### config.mk
export PLATFORM = sky130hd
export DESIGN_NAME = rgb_to_hsv_color_match_top
export DESIGN_NICKNAME = d
export VERILOG_FILES = /design/src/sv/rhcm_pkg.sv /design/src/sv/rgb_to_hsv_color_match_top.sv
export SDC_FILE = /design/constraint.sdc
export NUM_CORES = 1
export LEC_CHECK = 0
export ABC_AREA = 1
export BUFFER_PORTS_ARGS = -buffer_cell sky130_fd_sc_hd__buf_2
export CORE_UTILIZATION = 46
export DETAILED_ROUTE_END_ITERATION = 6
export RECOVER_POWER = 25
export SLEW_MARGIN = 15
export SYNTH_ARGS = -nofsm -noshare
export SYNTH_HDL_FRONTEND = slang
export SYNTH_SLANG_ARGS = --single-unit
### constraint.sdc
create_clock -name clock -period 14.5 [get_ports clock]
set_clock_uncertainty 0.05 [all_clocks]
set_input_delay 1.45 -clock clock [delete_from_list [all_inputs] [get_ports clock]]
set_output_delay 1.45 -clock clock [all_outputs]
set_load 0.03 [all_outputs]
### src/sv/rhcm_pkg.sv
// Package for the RGB to HSV color match pipeline: widths, stage counts,
// register indexes and the divider stage record. No dependencies.
package rhcm_pkg;

   localparam int ChanW      = 8;                   // one color channel
   localparam int SatNumW    = 2 * ChanW;           // delta * 255
   localparam int HueQW      = 6;                   // hue sector offset is at most 60
   localparam int HueNumW    = ChanW + HueQW;       // 60 * |diff|
   localparam int HueW       = 9;                   // hue in degrees, 0..359
   localparam int HueScW     = 10;                  // (hue * 17) >> 3, at most 762
   localparam int DivSteps   = ChanW;               // one quotient bit per stage
   localparam int RecipMul   = 683;                 // 2^11 / 3, rounded up
   localparam int RecipShift = 11;
   localparam int CsrIdxW    = 3;
   localparam int ReqDataW   = 3 * ChanW;
   localparam int RspDataW   = 32;                  // 25 bits of fields, padded to bytes

   // front stage, divider registers, hue assemble, hue scale, match/output
   localparam int NumStages  = 1 + (DivSteps + 1) + 3;

   typedef enum logic [CsrIdxW-1:0] {
      CSR_HUE_LOW  = 3'd0,
      CSR_HUE_HIGH = 3'd1,
      CSR_SAT_MIN  = 3'd2,
      CSR_SAT_MAX  = 3'd3,
      CSR_VAL_MIN  = 3'd4,
      CSR_VAL_MAX  = 3'd5
   } csr_idx_type;

   typedef enum logic [1:0] {
      SECT_RED   = 2'd0,
      SECT_GREEN = 2'd1,
      SECT_BLUE  = 2'd2
   } sector_type;

   // one stage of the two restoring dividers running side by side
   typedef struct packed {
      logic [ChanW-1:0] val;        // max channel, also the saturation divisor
      logic [ChanW-1:0] delta;      // max - min, the hue divisor
      logic             grey;       // delta is zero
      sector_type       sector;
      logic             neg;        // hue difference was negative
      logic [ChanW-1:0] sat_rem;
      logic [ChanW-1:0] sat_low;    // numerator bits not yet shifted in
      logic [ChanW-1:0] sat_q;
      logic [ChanW-1:0] hue_rem;
      logic [HueQW-1:0] hue_low;
      logic [HueQW-1:0] hue_q;
   } div_stage_type;

endpackage

### src/sv/rgb_to_hsv_color_match_top.sv
// Top level of the RGB to HSV color match pipeline.
// Depends on rhcm_pkg for widths, register indexes and the divider stage record.
//
//   channel | dir | handshake             | payload
//   req     | in  | req_tvalid/req_tready | req_tdata: red, green, blue
//   rsp     | out | rsp_tvalid/rsp_tready | rsp_tdata: hue, sat, val, is_match
//   csr     | in  | csr_wr_en             | csr_index, csr_wdata
//
// One pixel per clock unless rsp stalls. Stages: front, 8-step restoring
// saturation divider (one quotient bit per stage) beside the hue divider,
// hue assembly, hue scaling and match. Each stage has its own valid bit
// and advances when the next stage is empty or moving, so bubbles close up
// under a stall on rsp. Reset clears valid bits and loads the bounds.
module rgb_to_hsv_color_match_top (
   input  logic                              clock,
   input  logic                              reset,
   input  logic                              req_tvalid,
   output logic                              req_tready,
   // [7:0] pix_red, [15:8] pix_green, [23:16] pix_blue
   input  logic [rhcm_pkg::ReqDataW-1:0]     req_tdata,
   output logic                              rsp_tvalid,
   input  logic                              rsp_tready,
   // [7:0] hue_out, [15:8] sat_out, [23:16] val_out, [24] is_match, rest zero
   output logic [rhcm_pkg::RspDataW-1:0]     rsp_tdata,
   input  logic                              csr_wr_en,
   input  logic [rhcm_pkg::CsrIdxW-1:0]      csr_index,
   input  logic [rhcm_pkg::ChanW-1:0]        csr_wdata
);
   import rhcm_pkg::*;

   localparam int StDiv0  = 1;
   localparam int StHueA  = StDiv0 + DivSteps + 1;
   localparam int StHueB  = StHueA + 1;
   localparam int StMatch = StHueB + 1;

   // bound registers
   logic [ChanW-1:0] hue_low_ff, hue_high_ff, sat_min_ff, sat_max_ff;
   logic [ChanW-1:0] val_min_ff, val_max_ff;

   always_ff @(posedge clock) begin
      if (reset) begin
         hue_low_ff  <= ChanW'(30);
         hue_high_ff <= ChanW'(220);
         sat_min_ff  <= ChanW'(0);
         sat_max_ff  <= ChanW'(255);
         val_min_ff  <= ChanW'(150);
         val_max_ff  <= ChanW'(255);
      end else if (csr_wr_en) begin
         case (csr_index)
            CSR_HUE_LOW:  hue_low_ff  <= csr_wdata;
            CSR_HUE_HIGH: hue_high_ff <= csr_wdata;
            CSR_SAT_MIN:  sat_min_ff  <= csr_wdata;
            CSR_SAT_MAX:  sat_max_ff  <= csr_wdata;
            CSR_VAL_MIN:  val_min_ff  <= csr_wdata;
            CSR_VAL_MAX:  val_max_ff  <= csr_wdata;
            default: ;
         endcase
      end
   end

   // stage flow control
   logic [NumStages-1:0] vld_ff, vld_in, en;

   always_comb begin
      en[NumStages-1] = !vld_ff[NumStages-1] || rsp_tready;
      for (int i = NumStages - 2; i >= 0; i--) begin
         en[i] = !vld_ff[i] || en[i+1];
      end
      vld_in = {vld_ff[NumStages-2:0], req_tvalid};
   end

   always_ff @(posedge clock) begin
      if (reset) begin
         vld_ff <= '0;
      end else begin
         for (int i = 0; i < NumStages; i++) begin
            if (en[i]) vld_ff[i] <= vld_in[i];
         end
      end
   end

   assign req_tready = en[0];
   assign rsp_tvalid = vld_ff[NumStages-1];

   // front stage: max, min, sector and signed channel difference
   logic [ChanW-1:0]   red, green, blue;
   logic [ChanW-1:0]   mx, mn;
   logic signed [ChanW:0] diff;
   logic [ChanW:0]     diff_abs;
   sector_type         sector_in;

   logic [ChanW-1:0]   f_val_ff, f_delta_ff, f_absdiff_ff;
   logic               f_neg_ff;
   sector_type         f_sector_ff;

   always_comb begin
      red   = req_tdata[ChanW-1:0];
      green = req_tdata[2*ChanW-1:ChanW];
      blue  = req_tdata[3*ChanW-1:2*ChanW];
      mx = red;
      if (green > mx) mx = green;
      if (blue > mx) mx = blue;
      mn = red;
      if (green < mn) mn = green;
      if (blue < mn) mn = blue;
      if (red == mx) begin
         sector_in = SECT_RED;
         diff = $signed({1'b0, green}) - $signed({1'b0, blue});
      end else if (green == mx) begin
         sector_in = SECT_GREEN;
         diff = $signed({1'b0, blue}) - $signed({1'b0, red});
      end else begin
         sector_in = SECT_BLUE;
         diff = $signed({1'b0, red}) - $signed({1'b0, green});
      end
      diff_abs = diff[ChanW] ? (~diff + 1'b1) : diff;
   end

   always_ff @(posedge clock) begin
      if (en[0]) begin
         f_val_ff     <= mx;
         f_delta_ff   <= mx - mn;
         f_absdiff_ff <= diff_abs[ChanW-1:0];
         f_neg_ff     <= diff[ChanW];
         f_sector_ff  <= sector_in;
      end
   end

   // divider stages: div_ff[0] holds the numerators, div_ff[k] has k saturation quotient bits
   div_stage_type          div_ff [DivSteps+1];
   div_stage_type          div_in [DivSteps+1];
   logic [SatNumW-1:0]     sat_num;
   logic [HueNumW-1:0]     hue_num;
   logic [ChanW:0]         sat_rem9 [DivSteps];
   logic [ChanW:0]         hue_rem9 [DivSteps];

   always_comb begin
      sat_num = {f_delta_ff, {ChanW{1'b0}}} - SatNumW'(f_delta_ff);
      hue_num = {f_absdiff_ff, 6'b0} - HueNumW'({f_absdiff_ff, 2'b0});
      div_in[0].val     = f_val_ff;
      div_in[0].delta   = f_delta_ff;
      div_in[0].grey    = (f_delta_ff == '0);
      div_in[0].sector  = f_sector_ff;
      div_in[0].neg     = f_neg_ff;
      div_in[0].sat_rem = sat_num[SatNumW-1:ChanW];
      div_in[0].sat_low = sat_num[ChanW-1:0];
      div_in[0].sat_q   = '0;
      div_in[0].hue_rem = hue_num[HueNumW-1:HueQW];
      div_in[0].hue_low = hue_num[HueQW-1:0];
      div_in[0].hue_q   = '0;
      for (int k = 0; k < DivSteps; k++) begin
         div_in[k+1] = div_ff[k];
         sat_rem9[k] = {div_ff[k].sat_rem, div_ff[k].sat_low[ChanW-1]};
         div_in[k+1].sat_low = {div_ff[k].sat_low[ChanW-2:0], 1'b0};
         if (sat_rem9[k] >= {1'b0, div_ff[k].val}) begin
            div_in[k+1].sat_rem = ChanW'(sat_rem9[k] - {1'b0, div_ff[k].val});
            div_in[k+1].sat_q   = {div_ff[k].sat_q[ChanW-2:0], 1'b1};
         end else begin
            div_in[k+1].sat_rem = sat_rem9[k][ChanW-1:0];
            div_in[k+1].sat_q   = {div_ff[k].sat_q[ChanW-2:0], 1'b0};
         end
         // hue quotient is narrower: its steps run in the first HueQW stages
         hue_rem9[k] = {div_ff[k].hue_rem, div_ff[k].hue_low[HueQW-1]};
         if (k < HueQW) begin
            div_in[k+1].hue_low = {div_ff[k].hue_low[HueQW-2:0], 1'b0};
            if (hue_rem9[k] >= {1'b0, div_ff[k].delta}) begin
               div_in[k+1].hue_rem = ChanW'(hue_rem9[k] - {1'b0, div_ff[k].delta});
               div_in[k+1].hue_q   = {div_ff[k].hue_q[HueQW-2:0], 1'b1};
            end else begin
               div_in[k+1].hue_rem = hue_rem9[k][ChanW-1:0];
               div_in[k+1].hue_q   = {div_ff[k].hue_q[HueQW-2:0], 1'b0};
            end
         end
      end
   end

   always_ff @(posedge clock) begin
      for (int k = 0; k <= DivSteps; k++) begin
         if (en[StDiv0+k]) div_ff[k] <= div_in[k];
      end
   end

   // hue assembly: sector offset, sign, wrap, then * 17 >> 3 (255/360 = 17/24)
   div_stage_type      dq;
   logic [HueW-1:0]    hue_deg;
   logic [HueW-1:0]    q9;
   logic [HueScW+2:0]  hue_x17;
   logic [HueScW-1:0]  ha_hx_ff;
   logic [ChanW-1:0]   ha_sat_ff, ha_val_ff;

   always_comb begin
      dq = div_ff[DivSteps];
      q9 = HueW'(dq.hue_q);
      case (dq.sector)
         SECT_RED:   hue_deg = (dq.neg && q9 != '0) ? HueW'(360) - q9 : q9;
         SECT_GREEN: hue_deg = dq.neg ? HueW'(120) - q9 : HueW'(120) + q9;
         SECT_BLUE:  hue_deg = dq.neg ? HueW'(240) - q9 : HueW'(240) + q9;
         default:    hue_deg = '0;
      endcase
      if (dq.grey) hue_deg = '0;
      hue_x17 = {hue_deg, 4'b0} + (HueScW+3)'(hue_deg);
   end

   always_ff @(posedge clock) begin
      if (en[StHueA]) begin
         ha_hx_ff  <= hue_x17[HueScW+2:3];
         ha_sat_ff <= dq.grey ? '0 : dq.sat_q;
         ha_val_ff <= dq.val;
      end
   end

   // hue scaling: divide by 3 through the reciprocal, exact for inputs up to 762
   logic [HueScW+RecipShift-1:0] hue_prod;
   logic [ChanW-1:0]  hb_hue_ff, hb_sat_ff, hb_val_ff;

   assign hue_prod = (HueScW+RecipShift)'(ha_hx_ff) * (HueScW+RecipShift)'(RecipMul);

   always_ff @(posedge clock) begin
      if (en[StHueB]) begin
         hb_hue_ff <= hue_prod[RecipShift+ChanW-1:RecipShift];
         hb_sat_ff <= ha_sat_ff;
         hb_val_ff <= ha_val_ff;
      end
   end

   // match against the bounds, output register
   logic               hit;
   logic [ChanW-1:0]   o_hue_ff, o_sat_ff, o_val_ff;
   logic               o_match_ff;

   always_comb begin
      hit = (hb_hue_ff <= hue_low_ff || hb_hue_ff >= hue_high_ff)
         && (hb_sat_ff >= sat_min_ff && hb_sat_ff <= sat_max_ff)
         && (hb_val_ff >= val_min_ff && hb_val_ff <= val_max_ff);
   end

   always_ff @(posedge clock) begin
      if (en[StMatch]) begin
         o_hue_ff   <= hb_hue_ff;
         o_sat_ff   <= hb_sat_ff;
         o_val_ff   <= hb_val_ff;
         o_match_ff <= hit;
      end
   end

   assign rsp_tdata = {{(RspDataW-3*ChanW-1){1'b0}}, o_match_ff, o_val_ff, o_sat_ff, o_hue_ff};

endmodule
==> summary.json, run 1 <==
{
  "worst-path-buf-inv": {"value": 19},
  "clkLatencyLatePin": {"value": 610, "unit": "ps"},
  "critical-path-max-stage-delay": {"value": 790, "unit": "ps"},
  "post_cts.repair.setup_buffers": {"value": 0},
  "synth.top_cells.by_area": {"value": "edfxtp_1, ha_1, inv_1, dfxtp_1, a21oi_1"},
  "timing.final.max_slew_violations": {"value": 0},
  "most_common_cell_in_the_synthesized_netlist": {"value": "edfxtp_1"},
  "detailedRoute.firstPassIterationCount": {"value": 5},
  "setup.worst_path.end_class": {"value": "output port"},
  "detail_route.vias_per_cell": {"value": 5.04},
  "yosysTopAreaCell": {"value": "edfxtp_1"},
  "largestRegisters": {"value": "div_ff (377), vld_ff (13), ha_hx_ff (10)"},
  "detailed_place_hpwl": {"value": 41.1, "unit": "mm"},
  "relSlewSlack": {"value": 14.0, "unit": "%"},
  "critical_path.slowest_cell": {"value": "inv_1"},
  "crit_fanout": {"value": 50},
  "largest_delay_contributor_family_on_the_critical_path": {"value": "buffers and inverters"},
  "final.min_clock_period": {"value": 11470, "unit": "ps"},
  "synth.avg_cell_area": {"value": 10.8, "unit": "um2"},
  "cts_buffer_depth": {"value": 3},
  "worst_ep_required_time": {"value": 13000, "unit": "ps"},
  "fmax": {"value": 87.2, "unit": "MHz"},
  "yosys.cell_types.count": {"value": 48},
  "gp_routability_congestion": {"value": 0.888},
  "antennaDiodeCount": {"value": 0},
  "syn-cell-area": {"value": 28400, "unit": "um2"},
  "final_layout_size_suffix_gt1_share": {"value": 7.40, "unit": "%"},
  "via_count_of_the_first_global_routing_pass": {"value": 18200},
  "timing.setup.tns": {"value": 0, "unit": "ps"},
  "vias": {"value": 18000},
  "first_iter_violations": {"value": 942},
  "synth-seq-cells": {"value": 540},
  "drt_drc_violations_left": {"value": 0},
  "final_net_count": {"value": 3114},
  "vdd.ir_drop.worst": {"value": 216, "unit": "uV"},
  "boundaryPins": {"value": 74},
  "synth_warnings": {"value": 0},
  "largest_reg_flops": {"value": 377},
  "timing.final.crit_share": {"value": 79.1, "unit": "%"},
  "synth_common_cells": {"value": "edfxtp_1, inv_1, ha_1"},
  "post-place-cells": {"value": 3468},
  "route.antenna.remaining_nets": {"value": 0},
  "timing.critical_path.arrival": {"value": 9970, "unit": "ps"},
  "path_common_cell": {"value": "nor2_1"},
  "clkSlewWorstSetupHoldPaths": {"value": 60, "unit": "ps"},
  "fp.dieH": {"value": 251, "unit": "um"},
  "numPortBuffers": {"value": 66},
  "overflow": {"value": 0},
  "grt_setup_unrepaired": {"value": "no"},
  "top_register": {"value": "div_ff"},
  "hold_violations": {"value": 0},
  "cts_root_buf": {"value": "clkbuf_16"},
  "synth_async_sr_flop_share": {"value": 0, "unit": "%"},
  "worst-setup-path-type": {"value": "in2out"},
  "ctsHoldBuffers": {"value": 0},
  "cts-htree-levels": {"value": 2},
  "floorplan.rows": {"value": 90},
  "number_of_enable_type_register_cells_in_the_synthesized_netlist": {"value": 479},
  "synth_seq_area_share": {"value": 54.9, "unit": "%"},
  "cts_tree": {"value": "done"},
  "static-leakage-power": {"value": 14.2, "unit": "nW"},
  "finalNonFillerCells": {"value": 3579},
  "synthToLayoutAreaGrowth": {"value": 11.0, "unit": "%"},
  "worstMarginPinSlew": {"value": 1260, "unit": "ps"},
  "grt_max_degree": {"value": 51},
  "finalWirelength": {"value": 53.8, "unit": "mm"},
  "initial_core_util": {"value": 46.8, "unit": "%"},
  "floorplan_core_area": {"value": 60700, "unit": "um2"},
  "post-layout-total-power": {"value": 8.38, "unit": "mW"},
  "grt_util_all_layers": {"value": 17.4, "unit": "%"},
  "setup_viol": {"value": 0},
  "grt_pass1_wl": {"value": 88.5, "unit": "mm"},
  "result_of_the_run": {"value": "completed"},
  "critPathLaunchType": {"value": "primary input"},
  "ys.flop_type": {"value": "edfxtp_1"},
  "antenna_found_initial": {"value": 0},
  "dieArea": {"value": 62800, "unit": "um2"},
  "cts_inserted_buffers": {"value": 58},
  "netlist.area_leader.share": {"value": 50.6, "unit": "%"},
  "hold_class": {"value": "reg2reg"},
  "chipWidth": {"value": 251, "unit": "um"},
  "synth_cells": {"value": 2644},
  "cts.sink_count": {"value": 540},
  "maxCapViolations": {"value": 0},
  "detail_route.wl_per_cell": {"value": 15.0, "unit": "um"},
  "power_per_cell_area": {"value": 266, "unit": "nW/um2"},
  "cts.repair.resized": {"value": 0}
}
-- cell usage in the layout, fill, tap and decap left out, types with 16 or more instances in the layout --
| cell type | instances |
|---|---|
| a211oi_1 | 16 |
| a21oi_1 | 219 |
| buf_2 | 66 |
| clkbuf_16 | 59 |
| dfxtp_1 | 61 |
| edfxtp_1 | 479 |
| fa_1 | 38 |
| ha_1 | 287 |
| inv_1 | 465 |
| nand2_1 | 277 |
| nand3_1 | 75 |
| nand4_1 | 18 |
| nor2_1 | 254 |
| nor3_1 | 21 |
| o211ai_1 | 29 |
| o21ai_0 | 132 |
| xnor2_1 | 36 |
| xor2_1 | 88 |
-- worst paths after layout --
| kind | from | to | slack (ps) | cells past startpoint |
|---|---|---|---|---|
| min | div_ff[0][259]$_DFFE_PP_ | div_ff[0][324]$_DFFE_PP_ | 350 | 0 |
| min reg2reg | div_ff[0][259]$_DFFE_PP_ | div_ff[0][324]$_DFFE_PP_ | 350 | 0 |
| max reg2reg | vld_ff[12]$_SDFFE_PP0P_ | div_ff[0][16]$_DFFE_PP_ | 4530 | 32 |
| max | rsp_tready | req_tready | 3030 | 32 |
-- cell type report --
class | instances | area (um2)
Multi-Input combinational cell | 1596 | 10900
Fill cell | 5290 | 29100
Timing Repair Buffer | 78 | 420
Clock buffer | 78 | 1610
Clock inverter | 30 | 290
Tap cell | 782 | 978
Sequential cell | 540 | 15600
Inverter | 475 | 1780
-- stage by stage --
stage	utilization [%]	area (um2)	hold WS, ps	worst slack (ps)
after floorplan	-	28500	350	997
after global placement	48.8	29600	351	2930
after detailed placement	48.8	29600	355	2730
after CTS	51.9	31500	343	2700
after global routing	52.0	31600	366	1790
final	52.0	31600	349	3030
-- power breakdown --
| group | leakage [nW] | internal [mW] | switching, mW |
|---|---|---|---|
| Combinational | 7.81 | 1.71 | 2.31 |
| Sequential | 5.48 | 2.62 | 0.315 |
| Clock | 0.923 | 0.835 | 0.595 |
-- layer usage --
layer | vias up | track usage (%) | share of wire, %
met3 | 94 | 2.33 | 3.4
li1 | 9169 | - | -
met5 | - | 0 | 0
met2 | 297 | 33.1 | 52
met4 | 0 | 6.64 | 3.1
met1 | 8480 | 19.7 | 41
-- cell families after synthesis --
kind of cell               share of synthesized area, %
AOI/OAI and AO/OA                                  8.88
xor gates and xnor gates                           3.82
adders and majority gates                          15.3
buffers and inverters                              6.96
DFF                                                54.9
other                                            0.0132
and+or+nand+nor                                    10.1
Note: power is estimated with default switching activity, not from simulation.
==> run 2: changes to the inputs <==
Clock period 14.5 ns to 11.82 ns, I/O delays scaled along.
==> summary.json, run 2 (same netlist as run 1, synthesis figures left out) <==
{
  "timing.final.max_slew_violations": {"value": 0, "change": "unchanged"},
  "timing.setup.tns": {"value": 0, "unit": "ps", "change": "unchanged"},
  "finalHoldWorstSlack": {"value": 345, "unit": "ps", "change": "-4.12 ps"},
  "grt_max_degree": {"value": 50, "change": "-2.0%"},
  "multi_input_logic_area": {"value": 10900, "unit": "um2", "change": "unchanged"},
  "setup_ws": {"value": 2970, "unit": "ps", "change": "-65.0 ps"},
  "final_net_count": {"value": 3115, "change": "+0.032%"},
  "cts_tree": {"value": "done"},
  "final_layout_size_suffix_gt1_share": {"value": 7.51, "unit": "%", "change": "+0.10 points"},
  "result_of_the_run": {"value": "completed"},
  "critPathLaunchType": {"value": "primary input"},
  "timing.critical_path.arrival": {"value": 7620, "unit": "ps", "change": "-2350 ps"},
  "post_cts.repair.setup_buffers": {"value": 0, "change": "unchanged"},
  "worstReg2RegStart": {"value": "vld_ff[12]$_SDFFE_PP0P_"},
  "gp_routability_congestion": {"value": 0.892, "change": "+0.47%"},
  "cts_inserted_buffers": {"value": 57, "change": "-1.7%"},
  "setup_viol": {"value": 0, "change": "unchanged"},
  "floorplan_core_area": {"value": 60700, "unit": "um2", "change": "unchanged"},
  "min_from": {"value": "div_ff[0][388]$_DFFE_PP_"},
  "initial_core_util": {"value": 46.8, "unit": "%", "change": "unchanged"},
  "finalWirelength": {"value": 53.2, "unit": "mm", "change": "-1.0%"},
  "drt_drc_violations_left": {"value": 0, "change": "unchanged"},
  "boundaryPins": {"value": 74, "change": "unchanged"},
  "maxCapViolations": {"value": 0, "change": "unchanged"},
  "hold_violations": {"value": 0, "change": "unchanged"},
  "path_common_cell": {"value": "nor2_1"},
  "clkSlewWorstSetupHoldPaths": {"value": 60, "unit": "ps", "change": "about the same"},
  "cp-startpoint": {"value": "rsp_tready"},
  "synthToLayoutAreaGrowth": {"value": 11.3, "unit": "%"},
  "antenna_found_initial": {"value": 0, "change": "unchanged"},
  "setup.worst_path.end_class": {"value": "output port"},
  "overflow": {"value": 0, "change": "unchanged"},
  "first_iter_violations": {"value": 822, "change": "-13%"},
  "cts.sink_count": {"value": 540, "change": "unchanged"},
  "worst-setup-path-type": {"value": "in2out"},
  "detail_route.wl_per_cell": {"value": 14.9, "unit": "um", "change": "-1.0%"},
  "place_ws": {"value": 2750, "unit": "ps", "change": "+25.7 ps"},
  "fp.dieH": {"value": 251, "unit": "um", "change": "unchanged"},
  "worst-path-buf-inv": {"value": 17, "change": "-2"},
  "ctsHoldBuffers": {"value": 0, "change": "unchanged"},
  "final.min_clock_period": {"value": 8850, "unit": "ps"},
  "layout.cells.most_common_list": {"value": "edfxtp_1, inv_1, ha_1, nand2_1, nor2_1"},
  "critical_path.slowest_cell": {"value": "inv_1"},
  "worstMarginPinSlew": {"value": 1130, "unit": "ps", "change": "-123 ps"},
  "floorplan.rows": {"value": 90, "change": "unchanged"},
  "hold_class": {"value": "reg2reg"},
  "worst_ep_required_time": {"value": 10590, "unit": "ps", "change": "-2410 ps"},
  "detail_route.vias_per_cell": {"value": 5.05, "change": "+0.24%"},
  "grt_setup_unrepaired": {"value": "no"},
  "layout.area.seq": {"value": 15600, "unit": "um2", "change": "unchanged"},
  "timing.final.crit_share": {"value": 74.9, "unit": "%"},
  "largest_reg_flops": {"value": 377, "change": "unchanged"},
  "cts_buffer_depth": {"value": 3, "change": "unchanged"},
  "crit_fanout": {"value": 49, "change": "-2.0%"},
  "clkLatencyLatePin": {"value": 620, "unit": "ps", "change": "about the same"},
  "dieArea": {"value": 62800, "unit": "um2", "change": "unchanged"},
  "vdd.ir_drop.worst": {"value": 278, "unit": "uV", "change": "+29%"},
  "post-layout-total-power": {"value": 10.4, "unit": "mW", "change": "+24%"},
  "leading_cell_type_in_the_layout_fill_and_taps_excluded": {"value": "edfxtp_1"},
  "cts-htree-levels": {"value": 2, "change": "unchanged"},
  "detailedRoute.firstPassIterationCount": {"value": 5, "change": "unchanged"},
  "final.fill_count": {"value": 5275, "change": "-0.28%"},
  "power_per_cell_area": {"value": 327, "unit": "nW/um2", "change": "+23%"},
  "static-leakage-power": {"value": 14.3, "unit": "nW", "change": "+0.28%"},
  "relSlewSlack": {"value": 22.5, "unit": "%", "change": "+8.4 points"},
  "antennaDiodeCount": {"value": 0, "change": "unchanged"},
  "largestRegisters": {"value": "div_ff (377), vld_ff (13), ha_hx_ff (10)"},
  "largest_delay_contributor_family_on_the_critical_path": {"value": "buffers and inverters"},
  "vias": {"value": 18100, "change": "+0.27%"},
  "cts.repair.resized": {"value": 0, "change": "unchanged"},
  "via_count_of_the_first_global_routing_pass": {"value": 18600, "change": "+2.1%"},
  "numPortBuffers": {"value": 66, "change": "unchanged"},
  "grt_pass1_wl": {"value": 89.3, "unit": "mm", "change": "+0.92%"},
  "detailed_place_hpwl": {"value": 41.1, "unit": "mm", "change": "about the same"},
  "chipWidth": {"value": 251, "unit": "um", "change": "unchanged"},
  "critical-path-max-stage-delay": {"value": 790, "unit": "ps", "change": "about the same"},
  "grt_util_all_layers": {"value": 17.5, "unit": "%", "change": "+0.033 points"},
  "route.antenna.remaining_nets": {"value": 0, "change": "unchanged"},
  "cts_root_buf": {"value": "clkbuf_16"},
  "top_register": {"value": "div_ff"},
  "fmax": {"value": 113, "unit": "MHz"}
}
[run 2: cell types whose count changed in the layout (fill, tap and decap cells not counted), sizes merged]
| cell | change |
|---|---|
| clkbuf | -7 |
| buf | +3 |
| inv | -1 |
| clkinv | -1 |
| clkinvlp | +3 |
| bufinv | +4 |
[run 2: final cells by class]
class,instances,area share (%)
Clock inverter,35,1.27
Timing Repair Buffer,80,1.38
Tap cell,782,3.09
Inverter,475,5.68
Multi-Input combinational cell,1596,34.3
Sequential cell,540,49.3
Clock buffer,72,4.94
[run 2: report_power, final]
group	internal, mW	total, mW	switching [mW]	leakage [nW]
Clock	1.09	1.82	0.731	0.952
Sequential	3.21	3.58	0.370	5.48
Combinational	2.09	4.95	2.86	7.82
[run 2: final timing paths]
| check | end | slack, ps | depth (start not counted) |
|---|---|---|---|
| max reg2reg | div_ff[0][63]$_DFFE_PP_ | 4530 | 29 |
| min reg2reg | div_ff[0][452]$_DFFE_PP_ | 340 | 0 |
| min | div_ff[0][452]$_DFFE_PP_ | 340 | 0 |
| max | req_tready | 2970 | 30 |
[run 2: per-stage QoR]
stage / util (%) / cells / area, um2
2_1_floorplan: - / 2650 / 28500
3_3_place_gp: 48.9 / 3472 / 29700
3_5_place_dp: 48.9 / 3472 / 29700
4_1_cts: 52.1 / 3579 / 31600
5_1_grt: 52.1 / 3580 / 31600
6_report: 52.1 / 3580 / 31600
[run 2: routing by layer]
| metal | routed length, um | up-vias | track usage, % |
|---|---|---|---|
| met1 | 21000 | 8443 | 18.8 |
| li1 | - | 9177 | - |
| met2 | 28200 | 329 | 33.5 |
| met3 | 1830 | 140 | 2.38 |
| met4 | 2170 | 0 | 8.22 |
| met5 | 0 | - | 0 |
==> run 3: changes to the inputs <==
Settings changed: ABC_AREA 1 to 0.
Clock period 11.82 ns to 7.1 ns, I/O delays scaled along.
==> summary.json, run 3 <==
{
  "result_of_the_run": {"value": "completed"},
  "synth.top_cells.by_area": {"value": "edfxtp_1, ha_1, dfxtp_1, inv_1, o21ai_0"},
  "place_ws": {"value": 463, "unit": "ps", "change": "-2290 ps"},
  "detail_route.vias_per_cell": {"value": 5.21, "change": "+3.2%"},
  "initial_core_util": {"value": 46.5, "unit": "%", "change": "-0.34 points"},
  "first_iter_violations": {"value": 921, "change": "+12%"},
  "vdd.ir_drop.worst": {"value": 619, "unit": "uV", "change": "+120%"},
  "finalWirelength": {"value": 59.1, "unit": "mm", "change": "+11%"},
  "route.antenna.remaining_nets": {"value": 0, "change": "unchanged"},
  "fin_area": {"value": 32000, "unit": "um2", "change": "+1.1%"},
  "cts.repair.resized": {"value": 0, "change": "unchanged"},
  "cts-htree-levels": {"value": 2, "change": "unchanged"},
  "final_layout_size_suffix_gt1_share": {"value": 8.31, "unit": "%", "change": "+0.81 points"},
  "final_net_count": {"value": 2941, "change": "-5.6%"},
  "vias": {"value": 18000, "change": "-0.32%"},
  "maxCapViolations": {"value": 0, "change": "unchanged"},
  "timing.setup.tns": {"value": 0, "unit": "ps", "change": "unchanged"},
  "static-leakage-power": {"value": 13.9, "unit": "nW", "change": "-2.2%"},
  "worst_ep_required_time": {"value": 7370, "unit": "ps", "change": "-3220 ps"},
  "synth_seq_area_share": {"value": 54.4, "unit": "%", "change": "-0.51 points"},
  "ys.flop_type": {"value": "edfxtp_1"},
  "post_cts.repair.setup_buffers": {"value": 0, "change": "unchanged"},
  "worst-setup-path-type": {"value": "in2reg"},
  "leading_cell_type_in_the_layout_fill_and_taps_excluded": {"value": "edfxtp_1"},
  "drt_drc_violations_left": {"value": 0, "change": "unchanged"},
  "boundaryPins": {"value": 74, "change": "unchanged"},
  "overflow": {"value": 0, "change": "unchanged"},
  "yosys.cell_types.count": {"value": 73, "change": "+52%"},
  "chipWidth": {"value": 252, "unit": "um", "change": "+0.46%"},
  "worstReg2RegStart": {"value": "ha_hx_ff[5]$_DFFE_PP_"},
  "hold_violations": {"value": 0, "change": "unchanged"},
  "post-place-cells": {"value": 3356, "change": "-3.3%"},
  "timing.critical_path.arrival": {"value": 6470, "unit": "ps", "change": "-1150 ps"},
  "dominant_combinational_cell_family_by_area_after_synthesis": {"value": "adder cells"},
  "crit_fanout": {"value": 10, "change": "-80%"},
  "power_per_cell_area": {"value": 547, "unit": "nW/um2", "change": "+67%"},
  "grt_pass1_wl": {"value": 94.8, "unit": "mm", "change": "+6.2%"},
  "grt_setup_unrepaired": {"value": "no"},
  "setup.worst_path.end_class": {"value": "flip-flop"},
  "critical-path-max-stage-delay": {"value": 440, "unit": "ps", "change": "-350 ps"},
  "crit_path_cell_trace": {"value": "buf_2 > inv_1 > ha_1 > and3b_1 > o211a_1 > nor3_1 > a21oi_1 > ha_1 > a21o_1 > a21o_1 > a21o_1 > a211oi_1 > a21o_1 > buf_4 > nor3_1 > o21a_1 > nor4_1 > and4_1 > nand2_2 > mux2_2 > ha_1 > a31oi_1 > xnor2_1"},
  "dieArea": {"value": 63400, "unit": "um2", "change": "+0.93%"},
  "netlist.area_leader.share": {"value": 50.1, "unit": "%", "change": "-0.47 points"},
  "setup_viol": {"value": 0, "change": "unchanged"},
  "cts_inserted_buffers": {"value": 55, "change": "-3.5%"},
  "critPathLaunchType": {"value": "primary input"},
  "synth.avg_cell_area": {"value": 11.6, "unit": "um2", "change": "+7.8%"},
  "yosys-mux-area-fraction": {"value": 0.924, "unit": "%", "change": "+0.92 points"},
  "post-layout-total-power": {"value": 17.5, "unit": "mW", "change": "+69%"},
  "largestRegisters": {"value": "div_ff (377), vld_ff (13), ha_hx_ff (10)"},
  "timing.final.crit_share": {"value": 87.3, "unit": "%"},
  "top_register": {"value": "div_ff"},
  "grt_max_degree": {"value": 62, "change": "+24%"},
  "synth_warnings": {"value": 0, "change": "unchanged"},
  "detail_route.wl_per_cell": {"value": 17.1, "unit": "um", "change": "+15%"},
  "grt_util_all_layers": {"value": 19.0, "unit": "%", "change": "+1.6 points"},
  "layout.cells.most_common_list": {"value": "edfxtp_1, inv_1, ha_1, nand2_1, o21ai_0"},
  "critical_path.slowest_cell": {"value": "and4_1"},
  "fp.dieH": {"value": 252, "unit": "um", "change": "+0.46%"},
  "path_common_cell": {"value": "a21o_1"},
  "post_dp_cell_area": {"value": 30000, "unit": "um2", "change": "+1.2%"},
  "fmax": {"value": 161, "unit": "MHz"},
  "hold_class": {"value": "in2reg"},
  "yosysTopAreaCell": {"value": "edfxtp_1"},
  "cts_buffer_depth": {"value": 3, "change": "unchanged"},
  "detailedRoute.firstPassIterationCount": {"value": 6, "change": "+1"},
  "setup_ws": {"value": 905, "unit": "ps", "change": "-2070 ps"},
  "cts_root_buf": {"value": "clkbuf_16"},
  "syn-cell-area": {"value": 28700, "unit": "um2", "change": "+0.94%"},
  "clkSlewWorstSetupHoldPaths": {"value": 60, "unit": "ps", "change": "about the same"},
  "antenna_found_initial": {"value": 0, "change": "unchanged"},
  "cp-startpoint": {"value": "req_tdata[10]"},
  "xor_xnor_share_of_the_synthesized_area": {"value": 3.14, "unit": "%", "change": "-0.68 points"},
  "most_common_cell_in_the_synthesized_netlist": {"value": "edfxtp_1"},
  "timing.final.max_slew_violations": {"value": 0, "change": "unchanged"},
  "via_count_of_the_first_global_routing_pass": {"value": 18300, "change": "-1.5%"},
  "worstMarginPinSlew": {"value": 1110, "unit": "ps", "change": "-21.2 ps"},
  "clkLatencyLatePin": {"value": 600, "unit": "ps", "change": "-20 ps"},
  "ctsHoldBuffers": {"value": 0, "change": "unchanged"},
  "post_synth_and_or_nand_nor_area_fraction": {"value": 11.5, "unit": "%", "change": "+1.4 points"},
  "min_from": {"value": "req_tvalid"},
  "floorplan.rows": {"value": 91, "change": "+1.1%"},
  "relSlewSlack": {"value": 25.8, "unit": "%", "change": "+3.4 points"},
  "antennaDiodeCount": {"value": 0, "change": "unchanged"},
  "largest_reg_flops": {"value": 377, "change": "unchanged"},
  "numPortBuffers": {"value": 66, "change": "unchanged"},
  "synth_async_sr_flop_share": {"value": 0, "unit": "%", "change": "unchanged"},
  "synth_cells": {"value": 2476, "change": "-6.4%"},
  "gp_routability_congestion": {"value": 0.886, "change": "-0.67%"},
  "detailed_place_hpwl": {"value": 46.4, "unit": "mm", "change": "+13%"},
  "synth-compound-area-share": {"value": 9.89, "unit": "%", "change": "+1.0 points"},
  "cts.sink_count": {"value": 540, "change": "unchanged"},
  "synth-seq-cells": {"value": 540, "change": "unchanged"},
  "cts_tree": {"value": "done"},
  "floorplan_core_area": {"value": 61700, "unit": "um2", "change": "+1.7%"},
  "final.min_clock_period": {"value": 6200, "unit": "ps"},
  "number_of_enable_type_register_cells_in_the_synthesized_netlist": {"value": 479, "change": "unchanged"},
  "synth_adder_area_share": {"value": 15.2, "unit": "%", "change": "-0.14 points"},
  "finalNonFillerCells": {"value": 3459, "change": "-3.4%"},
  "synth_common_cells": {"value": "edfxtp_1, inv_1, ha_1"},
  "synthToLayoutAreaGrowth": {"value": 11.5, "unit": "%"}
}
==> run 3: path summary, 6_finish.rpt <==
check                                    to  slack (ps)  depth (start not counted)
setup / recovery  f_absdiff_ff[6]$_DFFE_PP_         900                         23
hold / removal       vld_ff[0]$_SDFFE_PP0P_         350                          3
setup reg to reg     hb_hue_ff[7]$_DFFE_PP_        2050                         18
hold reg to reg    div_ff[0][213]$_DFFE_PP_         360                          0
==> run 3: power by group <==
group          total, mW  internal (mW)  switching (mW)
Combinational       8.27           3.70            4.57
Sequential          6.11           5.40           0.713
Clock               3.11           1.91            1.21
==> run 3: cell type report <==
cell class	instances	area (um2)
fill	5371	29700
tap	837	1050
clock inverter	40	538
inverter	317	1190
sequential	540	15600
multi-input combinational	1576	11700
clock buffer	63	1450
timing repair buffer	86	480
==> run 3: logic make-up after synthesis <==
group	count (synthesis)
flops	540
other cells	1
buf+inv	366
compound gates	468
mux	25
simple gates	649
fa+ha+maj	325
xor+xnor	102
==> run 3: stage by stage <==
step,hold WS (ps),util [%]
floorplan,350,-
detailed placement,355,48.6
finish,349,51.9
global placement,350,48.6
global route,326,51.9
CTS,310,51.9
==> run 3: critical path, delay by kind of cell <==
| kind | cells | cell delay [ps] |
|---|---|---|
| muxes | 1 | 340 |
| AOI/OAI and AO/OA | 9 | 2340 |
| adders and majority gates | 3 | 950 |
| xor gates and xnor gates | 1 | 90 |
| buffers and inverters | 3 | 560 |
| and+or+nand+nor | 6 | 1470 |
==> run 3: metal layers <==
metal / global-route usage (%) / share of wire (%)
met5: 0 / 0
met4: 8.29 / 4.2
met3: 2.92 / 3.6
met2: 36.6 / 54
met1: 20.4 / 39
